==> src/hw/rtl/sliding_window_byte_quota_macros.svh <==
// Assertion macros shared by the byte quota RTL.
// No dependencies; included by files that carry concurrent checks.
`ifndef SLIDING_WINDOW_BYTE_QUOTA_MACROS_SVH
`define SLIDING_WINDOW_BYTE_QUOTA_MACROS_SVH

// Same-cycle implication, disabled during reset
`define SWBQ_ASSERT_NOW(label, ante, cons, msg) \
  label: assert property (@(posedge clk) disable iff (rst) (ante) |-> (cons)) \
    else $error(msg);

// Next-cycle implication, disabled during reset
`define SWBQ_ASSERT_NEXT(label, ante, cons, msg) \
  label: assert property (@(posedge clk) disable iff (rst) (ante) |=> (cons)) \
    else $error(msg);

`endif

==> src/hw/rtl/swbq_pkg.sv <==
// Shared constants and types for the sliding window byte quota block.
// No dependencies; imported by the controller, datapath and top level.
package swbq_pkg;

  localparam int HISTORY_DEPTH = 16;
  localparam int PTR_W         = $clog2(HISTORY_DEPTH);

  localparam int TIME_W   = 48;
  localparam int BYTES_W  = 31;
  localparam int WINDOW_W = 20;
  localparam int SUM_W    = BYTES_W + PTR_W;
  localparam int WORD_W   = TIME_W + BYTES_W;
  localparam int CFG_IDX_W  = 2;
  localparam int CFG_DATA_W = 31;

  // Configuration register indexes
  typedef enum logic [CFG_IDX_W-1:0] {
    CFG_LIMIT_ENABLED = 2'd0,
    CFG_WINDOW_MS     = 2'd1,
    CFG_QUOTA_BYTES   = 2'd2
  } swbq_cfg_idx_t;

  // Commands from controller to datapath
  typedef struct packed {
    logic load;
    logic issue;
    logic decide;
  } swbq_cmd_t;

  // Status from datapath to controller
  typedef struct packed {
    logic enabled;
    logic scan_last;
  } swbq_status_t;

endpackage

==> src/hw/rtl/swbq_dpath.sv <==
// Datapath: configuration, grant ring memory, scan accumulators and result registers.
// Depends on swbq_pkg and sliding_window_byte_quota_macros.svh.
`include "sliding_window_byte_quota_macros.svh"

module swbq_dpath (
  input  logic                         clk,
  input  logic                         rst,
  input  logic                         cfg_wr_en,
  input  logic [swbq_pkg::CFG_IDX_W-1:0]  cfg_wr_index,
  input  logic [swbq_pkg::CFG_DATA_W-1:0] cfg_wr_data,
  input  logic [swbq_pkg::TIME_W-1:0]   now_ms,
  input  logic [swbq_pkg::BYTES_W-1:0]  expect_bytes,
  input  swbq_pkg::swbq_cmd_t          cmd,
  output swbq_pkg::swbq_status_t       status,
  output logic [swbq_pkg::BYTES_W-1:0]  granted_bytes,
  output logic                         must_wait,
  output logic [swbq_pkg::WINDOW_W-1:0] wait_ms,
  output logic                         done
);
  import swbq_pkg::*;

  logic                cfg_enabled;
  logic [WINDOW_W-1:0] cfg_window;
  logic [BYTES_W-1:0]  cfg_quota;
  logic                cfg_hit;

  logic [TIME_W-1:0]   now_q;
  logic [BYTES_W-1:0]  expect_q;

  logic [WORD_W-1:0]   mem [HISTORY_DEPTH];
  logic [HISTORY_DEPTH-1:0] entry_valid;
  logic [PTR_W-1:0]    write_ptr;
  logic [PTR_W-1:0]    scan_idx;

  logic [WORD_W-1:0]   rd_word;
  logic                rd_valid;
  logic [PTR_W-1:0]    rd_idx;
  logic                eval_pend;

  logic [SUM_W-1:0]    sum;
  logic [WINDOW_W-1:0] oldest_age;
  logic                any_live;

  logic [TIME_W-1:0]   age;
  logic                live;
  logic                exhausted;
  logic [BYTES_W-1:0]  remain;
  logic [BYTES_W-1:0]  amount;
  logic                slot_full;
  logic                mem_we;

  // Decode configuration writes; an unknown index changes nothing
  always_comb begin
    cfg_hit = 1'b0;
    if (cfg_wr_en) begin
      unique case (cfg_wr_index)
        CFG_LIMIT_ENABLED, CFG_WINDOW_MS, CFG_QUOTA_BYTES: cfg_hit = 1'b1;
        default: cfg_hit = 1'b0;
      endcase
    end
  end

  always_ff @(posedge clk) begin
    if (rst) begin
      cfg_enabled <= 1'b0;
      cfg_window  <= WINDOW_W'(1);
      cfg_quota   <= '0;
    end else if (cfg_wr_en) begin
      unique case (cfg_wr_index)
        CFG_LIMIT_ENABLED: cfg_enabled <= cfg_wr_data[0];
        CFG_WINDOW_MS:     cfg_window  <= cfg_wr_data[WINDOW_W-1:0];
        CFG_QUOTA_BYTES:   cfg_quota   <= cfg_wr_data[BYTES_W-1:0];
        default: ;
      endcase
    end
  end

  // Age test of the entry read in the previous cycle
  always_comb begin
    age  = now_q - rd_word[WORD_W-1:BYTES_W];
    live = rd_valid && (age < {{(TIME_W-WINDOW_W){1'b0}}, cfg_window});
  end

  // Quota decision on the finished sum
  always_comb begin
    exhausted = ({{(SUM_W-BYTES_W){1'b0}}, cfg_quota} <= sum);
    remain    = cfg_quota - sum[BYTES_W-1:0];
    amount    = (remain > expect_q) ? expect_q : remain;
    slot_full = entry_valid[write_ptr];
    mem_we    = cmd.decide && cfg_enabled && !exhausted && !slot_full;
  end

  // Latch the request item
  always_ff @(posedge clk) begin
    if (cmd.load) begin
      now_q    <= now_ms;
      expect_q <= expect_bytes;
    end
  end

  // Ring memory: one read and one write port, read data registered
  always_ff @(posedge clk) begin
    if (mem_we) begin
      mem[write_ptr] <= {now_q, amount};
    end
  end

  always_ff @(posedge clk) begin
    if (cmd.issue) begin
      rd_word <= mem[scan_idx];
    end
  end

  always_ff @(posedge clk) begin
    rd_valid <= entry_valid[scan_idx];
    rd_idx   <= scan_idx;
  end

  // Scan pointer and evaluation stage flag
  always_ff @(posedge clk) begin
    if (rst) begin
      scan_idx  <= '0;
      eval_pend <= 1'b0;
    end else begin
      eval_pend <= cmd.issue;
      if (cmd.load) begin
        scan_idx <= '0;
      end else if (cmd.issue) begin
        scan_idx <= scan_idx + PTR_W'(1);
      end
    end
  end

  // Valid bits and write pointer: clear on config, drop expired, set on record
  always_ff @(posedge clk) begin
    if (rst || cfg_hit) begin
      entry_valid <= '0;
      write_ptr   <= '0;
    end else begin
      if (eval_pend && rd_valid && !live) begin
        entry_valid[rd_idx] <= 1'b0;
      end
      if (mem_we) begin
        entry_valid[write_ptr] <= 1'b1;
        write_ptr <= (write_ptr == PTR_W'(HISTORY_DEPTH-1)) ? '0 : write_ptr + PTR_W'(1);
      end
    end
  end

  // Accumulate live amounts and track the oldest live age
  always_ff @(posedge clk) begin
    if (cmd.load) begin
      sum        <= '0;
      oldest_age <= '0;
      any_live   <= 1'b0;
    end else if (eval_pend && live) begin
      sum <= sum + {{(SUM_W-BYTES_W){1'b0}}, rd_word[BYTES_W-1:0]};
      if (!any_live || age[WINDOW_W-1:0] > oldest_age) begin
        oldest_age <= age[WINDOW_W-1:0];
      end
      any_live <= 1'b1;
    end
  end

  // Result registers
  always_ff @(posedge clk) begin
    if (cmd.decide) begin
      if (!cfg_enabled || (!exhausted && slot_full)) begin
        granted_bytes <= expect_q;
        must_wait     <= 1'b0;
        wait_ms       <= '0;
      end else if (exhausted) begin
        granted_bytes <= '0;
        must_wait     <= 1'b1;
        wait_ms       <= any_live ? cfg_window - oldest_age : cfg_window;
      end else begin
        granted_bytes <= amount;
        must_wait     <= 1'b0;
        wait_ms       <= '0;
      end
    end
  end

  always_ff @(posedge clk) begin
    if (rst) begin
      done <= 1'b0;
    end else begin
      done <= cmd.decide;
    end
  end

  assign status.enabled   = cfg_enabled;
  assign status.scan_last = (scan_idx == PTR_W'(HISTORY_DEPTH-1));

  `SWBQ_ASSERT_NEXT(a_decide_strobes, cmd.decide, done, "result strobe missing after decide")
  `SWBQ_ASSERT_NOW(a_wait_grants_none, done && must_wait, granted_bytes == '0,
                   "wait result with nonzero grant")
  `SWBQ_ASSERT_NOW(a_grant_no_wait, done && !must_wait, wait_ms == '0,
                   "grant result with nonzero wait time")

endmodule

==> src/hw/rtl/swbq_ctrl.sv <==
// Controller state machine: sequences load, ring scan and decision for one item.
// Depends on swbq_pkg.
module swbq_ctrl (
  input  logic                   clk,
  input  logic                   rst,
  input  logic                   start,
  input  swbq_pkg::swbq_status_t status,
  output swbq_pkg::swbq_cmd_t    cmd,
  output logic                   busy
);
  import swbq_pkg::*;

  typedef enum logic [3:0] {
    S_IDLE   = 4'b0001,
    S_SCAN   = 4'b0010,
    S_FINAL  = 4'b0100,
    S_DECIDE = 4'b1000
  } state_t;

  state_t state;
  state_t state_next;

  // Next state and commands
  always_comb begin
    state_next = state;
    cmd        = '0;
    unique case (state)
      S_IDLE: begin
        if (start) begin
          cmd.load   = 1'b1;
          state_next = status.enabled ? S_SCAN : S_DECIDE;
        end
      end
      S_SCAN: begin
        cmd.issue = 1'b1;
        if (status.scan_last) begin
          state_next = S_FINAL;
        end
      end
      S_FINAL: begin
        state_next = S_DECIDE;
      end
      S_DECIDE: begin
        cmd.decide = 1'b1;
        state_next = S_IDLE;
      end
      default: begin
        state_next = S_IDLE;
      end
    endcase
  end

  always_ff @(posedge clk) begin
    if (rst) begin
      state <= S_IDLE;
    end else begin
      state <= state_next;
    end
  end

  assign busy = (state != S_IDLE);

endmodule

==> src/hw/rtl/sliding_window_byte_quota.sv <==
// Sliding window byte quota: top level joining controller and datapath.
// Enforced item: after start is taken the controller scans the ring, one ring read per cycle,
// then passes a final state and the decide state; the result strobe is registered after decide.
// Pass-through item (quota off): load goes straight to decide; the next item is taken once idle.
// Reset: quota off, window 1 ms, quota 0, ring empty. Results cannot be stalled.
module sliding_window_byte_quota (
  input  logic                             clk,
  input  logic                             rst,
  input  logic                             start,
  output logic                             busy,
  input  logic                             cfg_wr_en,
  input  logic [swbq_pkg::CFG_IDX_W-1:0]   cfg_wr_index,
  input  logic [swbq_pkg::CFG_DATA_W-1:0]  cfg_wr_data,
  input  logic [swbq_pkg::TIME_W-1:0]      now_ms,
  input  logic [swbq_pkg::BYTES_W-1:0]     expect_bytes,
  output logic                             done,
  output logic [swbq_pkg::BYTES_W-1:0]     granted_bytes,
  output logic                             must_wait,
  output logic [swbq_pkg::WINDOW_W-1:0]    wait_ms
);
  import swbq_pkg::*;

  swbq_cmd_t    cmd;
  swbq_status_t status;

  swbq_ctrl u_ctrl (
    .clk    (clk),
    .rst    (rst),
    .start  (start),
    .status (status),
    .cmd    (cmd),
    .busy   (busy)
  );

  swbq_dpath u_dpath (
    .clk           (clk),
    .rst           (rst),
    .cfg_wr_en     (cfg_wr_en),
    .cfg_wr_index  (cfg_wr_index),
    .cfg_wr_data   (cfg_wr_data),
    .now_ms        (now_ms),
    .expect_bytes  (expect_bytes),
    .cmd           (cmd),
    .status        (status),
    .granted_bytes (granted_bytes),
    .must_wait     (must_wait),
    .wait_ms       (wait_ms),
    .done          (done)
  );

endmodule

==> config.mk <==
export PLATFORM = sky130hd
export DESIGN_NAME = sliding_window_byte_quota
export DESIGN_NICKNAME = d
export VERILOG_FILES = /design/src/hw/rtl/swbq_pkg.sv /design/src/hw/rtl/swbq_dpath.sv /design/src/hw/rtl/swbq_ctrl.sv /design/src/hw/rtl/sliding_window_byte_quota.sv
export VERILOG_INCLUDE_DIRS = /design/src /design/src/hw/rtl
export SDC_FILE = /design/constraint.sdc
export NUM_CORES = 2
export LEC_CHECK = 0
export BUFFER_PORTS_ARGS = -buffer_cell sky130_fd_sc_hd__buf_4
export CAP_MARGIN = 10
export CORE_ASPECT_RATIO = 0.8
export CORE_MARGIN = 5
export CORE_UTILIZATION = 35
export DETAILED_ROUTE_END_ITERATION = 10
export PLACE_DENSITY = 0.6
export SYNTH_ARGS = -nofsm -noshare
export SYNTH_HDL_FRONTEND = slang
export SYNTH_SLANG_ARGS = --single-unit
export TNS_END_PERCENT = 100
==> constraint.sdc <==
create_clock -name clk -period 18.5 [get_ports clk]
set_input_delay 2.775 -clock clk [delete_from_list [all_inputs] [get_ports clk]]
set_output_delay 2.775 -clock clk [all_outputs]
set_load 0.01 [all_outputs]
==> flow_summary_export.csv <==
group,metric,value,unit
logic_synthesis,synth_warnings,0,
layout,seq_area,0.0471,mm²
worst_setup_path,endpoint_kind,"register",
worst_setup_path,start_kind,"register",
layout,multi_input_area,0.0209,mm²
logic_synthesis,avgSynthCellArea,16.9,µm²
sta,tightestPinTransition,1.16,ns
floorplanning,die_y,408,µm
sta,period_share,37.9,%
clocking,clk_pin_slew_worst_paths,0.06,ns
sta,tns,0,ns
drt,wl_per_cell,26.5,µm
layout,drive_gt1_share,21.6,%
floorplanning,core_area,0.197,mm²
clocking,clockBufferDepth,3,
worst_setup_path,r2r_end,"u_dpath.granted_bytes[9]",
worst_setup_path,path_class,"reg -> reg",
floorplanning,rows,146,
layout,final_util,40.1,%
worst_setup_path,critical_path_buf_inv_count,2,
power,p_per_area,103,mW/mm²
worst_setup_path,rr_startpoint,"u_dpath.sum[0]",
layout,fillers,17726,
worst_setup_path,cp.arrival,7.68,ns
drt,drc,0,
clocking,cts_hold_buffers,0,
worst_setup_path,cp_cell_sequence,"ha_1, inv_1, fa_1, a21o_1, a221oi_2, o211ai_1, a21oi_1, o21ai_1, a31oi_1, nand2b_1, nand2_1, a21oi_1, o21ai_0, xor2_1, ha_1, nand4_1, nor4_1, o221a_2, buf_4, nor2_1, a21oi_1, a22o_1",
flow_run,maxCapViolations,0,
clocking,clkLatencyLatePin,0.81,ns
global_routing,grt_max_degree,147,
run_status,status,"complete, no violations",
worst_setup_path,crit_top_cell,"a21oi_1",
placed_design,dp.cells,6812,
clocking,clockRootBuffer,"clkbuf_16",
clocking,cts_setup_buffers,0,
worst_setup_path,crit_start,"u_dpath.sum[0]",
clocking,cts_tree,"yes",
floorplanning,floorplan.die_area,0.207,mm²
clocking,numCtsBuffers,163,
floorplanning,initial_core_util,35.1,%
layout,syn_to_final_growth,14.3,%
layout,stdcell_count,7121,
worst_setup_path,worstPathRequired,19.17,ns
logic_synthesis,async_flop_share,0,%
placed_design,place.gp.congestion,0.904,
worst_setup_path,cp_slowest_stage_delay,0.87,ns
placed_design,portBuffers,169,
sta,skew,0.0334,ns
clocking,clock-sinks,1617,
layout,final_cell_mix,"edfxtp_1, mux4_2, nand2_1, buf_4, a21oi_1",
logic_synthesis,yosysSeqAreaShare,68.0,%
drt,route.met3.wl,12000,µm
worst_setup_path,cp.depth,22,
global_routing,grt_pass1_vias,38549,
power,leakage,0.0256,µW
power,total_power,8190,µW
drt,wl,189000,µm
logic_synthesis,synth-edff-count,1474,
sta,fmax,143,MHz
hold_path,hold_class,"reg -> reg",
worst_setup_path,endpoint,"u_dpath.granted_bytes[9]",
power,ir_worst_vdd,0.0978,mV
worst_setup_path,r2r_cells,22,
worst_setup_path,crit_family,"compound AO/OA/AOI/OAI gates",
logic_synthesis,synth-seq-cells,1617,
drt,post_drt_via_cell_ratio,5.43,
logic_synthesis,synth_area_leaders,"edfxtp_1, mux4_2, dfxtp_1",
logic_synthesis,synth_area,0.0693,mm²
logic_synthesis,synth_top_area_share,63.8,%
sta,finalMaxSlewViolations,0,
global_routing,overflow,0,
sta,slew-limit-headroom,22.6,%
hold_path,hp-start,"u_dpath.oldest_age[13]",
layout,final_common_cell,"edfxtp_1",
logic_synthesis,ys.flop_type,"edfxtp_1",
drt,first_pass_iters,6,
global_routing,antenna_found_initial,24,
layout,final_net_count,4636,
global_routing,grtUsageTotal,17.9,%
logic_synthesis,syn_inst,4102,
worst_setup_path,regToRegSetupSlack,11.49,ns
floorplanning,boundaryPins,170,
logic_synthesis,syn_nets,4425,
placed_design,dp_hpwl,112000,µm
drt,drt_iter0_markers,4059,
sta,rsz0062_at_grt,"false",
drt,drt-met1-wl,81200,µm
worst_setup_path,critPathSlowestCell,"a21oi_1",
drt,ant_nets,0,
global_routing,grt_pass1_wl,273000,µm
worst_setup_path,path_max_fanout,19,
floorplanning,fp.dieW,508,µm
logic_synthesis,synth_top_cell_by_area,"edfxtp_1",
sta,finalSetupViolCount,0,
drt,top_layer,"met5",
clocking,postCtsResizedCells,0,
sta,hold_ws,0.456,ns
drt,wl_met2,90900,µm
sta,fin_crit,7.01,ns
clocking,htree_levels,4,
sta,hold_viol_final,0,
logic_synthesis,synth_cell_type_count,94,
drt,via_count,38702,
-- cell type report --
cell class	instances	area share, %
Sequential cell	1617	59.5
Multi-Input combinational cell	2118	26.4
Clock buffer	203	5.51
Tap cell	2664	4.21
Timing Repair Buffer	221	2.13
Clock inverter	99	1.38
Inverter	192	0.916
Antenna cell	7	0.0221
-- where the power goes --
group          leakage, µW  switching [µW]  total [µW]  internal, µW
Sequential          0.0145            56.1        4250          4190
Combinational      0.00852             415         596           181
Clock              0.00263            1470        3340          1870
Total               0.0256            1940        8190          6240
-- per-layer routing --
layer | vias to the layer above | GRT usage [%]
met3 | 274 | 3.03
met5 | - | 0
met4 | 2 | 5.19
met2 | 1463 | 28.9
met1 | 20208 | 25.0
li1 | 16755 | -
-- cell usage after synthesis, drive strengths merged, types with 9 or more instances --
| cell | instances |
|---|---|
| xor2 | 26 |
| nand3 | 47 |
| a211oi | 26 |
| mux4 | 404 |
| o211ai | 17 |
| ha | 203 |
| nand3b | 10 |
| nor2 | 130 |
| a21oi | 222 |
| a221oi | 9 |
| buf | 52 |
| nand2b | 41 |
| o311a | 10 |
| a31o | 13 |
| nor3 | 41 |
| a22o | 32 |
| edfxtp | 1474 |
| o21ai | 91 |
| nand2 | 311 |
| mux2 | 30 |
| xnor2 | 65 |
| a31oi | 16 |
| nand4 | 38 |
| mux2i | 41 |
| a21o | 58 |
| o21bai | 22 |
| o311ai | 9 |
| and3 | 21 |
| inv | 191 |
| dfxtp | 143 |
| o21a | 11 |
| or3 | 13 |
| and2 | 14 |
| clkbuf | 123 |
| nor2b | 26 |
| nor4 | 17 |
-- worst register-to-register path, cell delays in order, from the launching register on --
cell and delay [ns]:
dfxtp_1 0.36, ha_1 0.18, inv_1 0.05, fa_1 0.40, a21o_1 0.20, a221oi_2 0.41
o211ai_1 0.16, a21oi_1 0.23, o21ai_1 0.20, a31oi_1 0.40, nand2b_1 0.18, nand2_1 0.08
a21oi_1 0.37, o21ai_0 0.19, xor2_1 0.19, ha_1 0.34, nand4_1 0.12, nor4_1 0.44
o221a_2 0.69, buf_4 0.43, nor2_1 0.09, a21oi_1 0.87, a22o_1 0.29
-- registers in the layout, indices dropped and copies added, names as in the netlist, 4 cells and up --
name,flops
u_ctrl.state,4
u_dpath.cfg_window,20
u_dpath.rd_word,79
u_dpath.entry_valid,16
u_dpath.rd_idx,4
u_dpath.now_q,48
u_dpath.write_ptr,4
u_dpath.mem,1264
u_dpath.wait_ms,20
u_dpath.cfg_quota,31
u_dpath.sum,35
u_dpath.expect_q,31
u_dpath.granted_bytes,31
u_dpath.scan_idx,4
u_dpath.oldest_age,20
-- logic make-up after synthesis --
kind of cell / count (synthesis) / share of synthesized area [%]
DFF: 1617 / 68.0
adders and majority gates: 207 / 3.78
muxes: 475 / 14.2
xor gates and xnor gates: 91 / 1.15
AOI/OAI and AO/OA: 606 / 5.81
and+or+nand+nor: 739 / 5.05
buffers and inverters: 367 / 2.04
-- worst min-delay path by stage --
| stage | slack (ns) | depth (start not counted) | endpoint |
|---|---|---|---|
| 2_1_floorplan | 0.33 | 0 | u_dpath.rd_idx[3] |
| 4_1_cts | 0.46 | 2 | u_dpath.oldest_age[13] |
| 3_3_place_gp | 0.44 | 2 | u_dpath.oldest_age[13] |
| 3_5_place_dp | 0.45 | 2 | u_dpath.oldest_age[3] |
| 5_1_grt | 0.48 | 2 | u_dpath.cfg_quota[5] |
| 6_report | 0.46 | 2 | u_dpath.oldest_age[13] |
-- per-stage QoR --
| stage | setup slack [ns] | area (µm²) |
|---|---|---|
| 2_1_floorplan | 7.39 | 69300 |
| 3_3_place_gp | 11.63 | 73800 |
| 6_report | 11.49 | 79200 |
| 3_5_place_dp | 11.57 | 73800 |
| 5_1_grt | 10.83 | 79200 |
| 4_1_cts | 11.54 | 79200 |
Note: power is estimated with default switching activity, not from simulation.
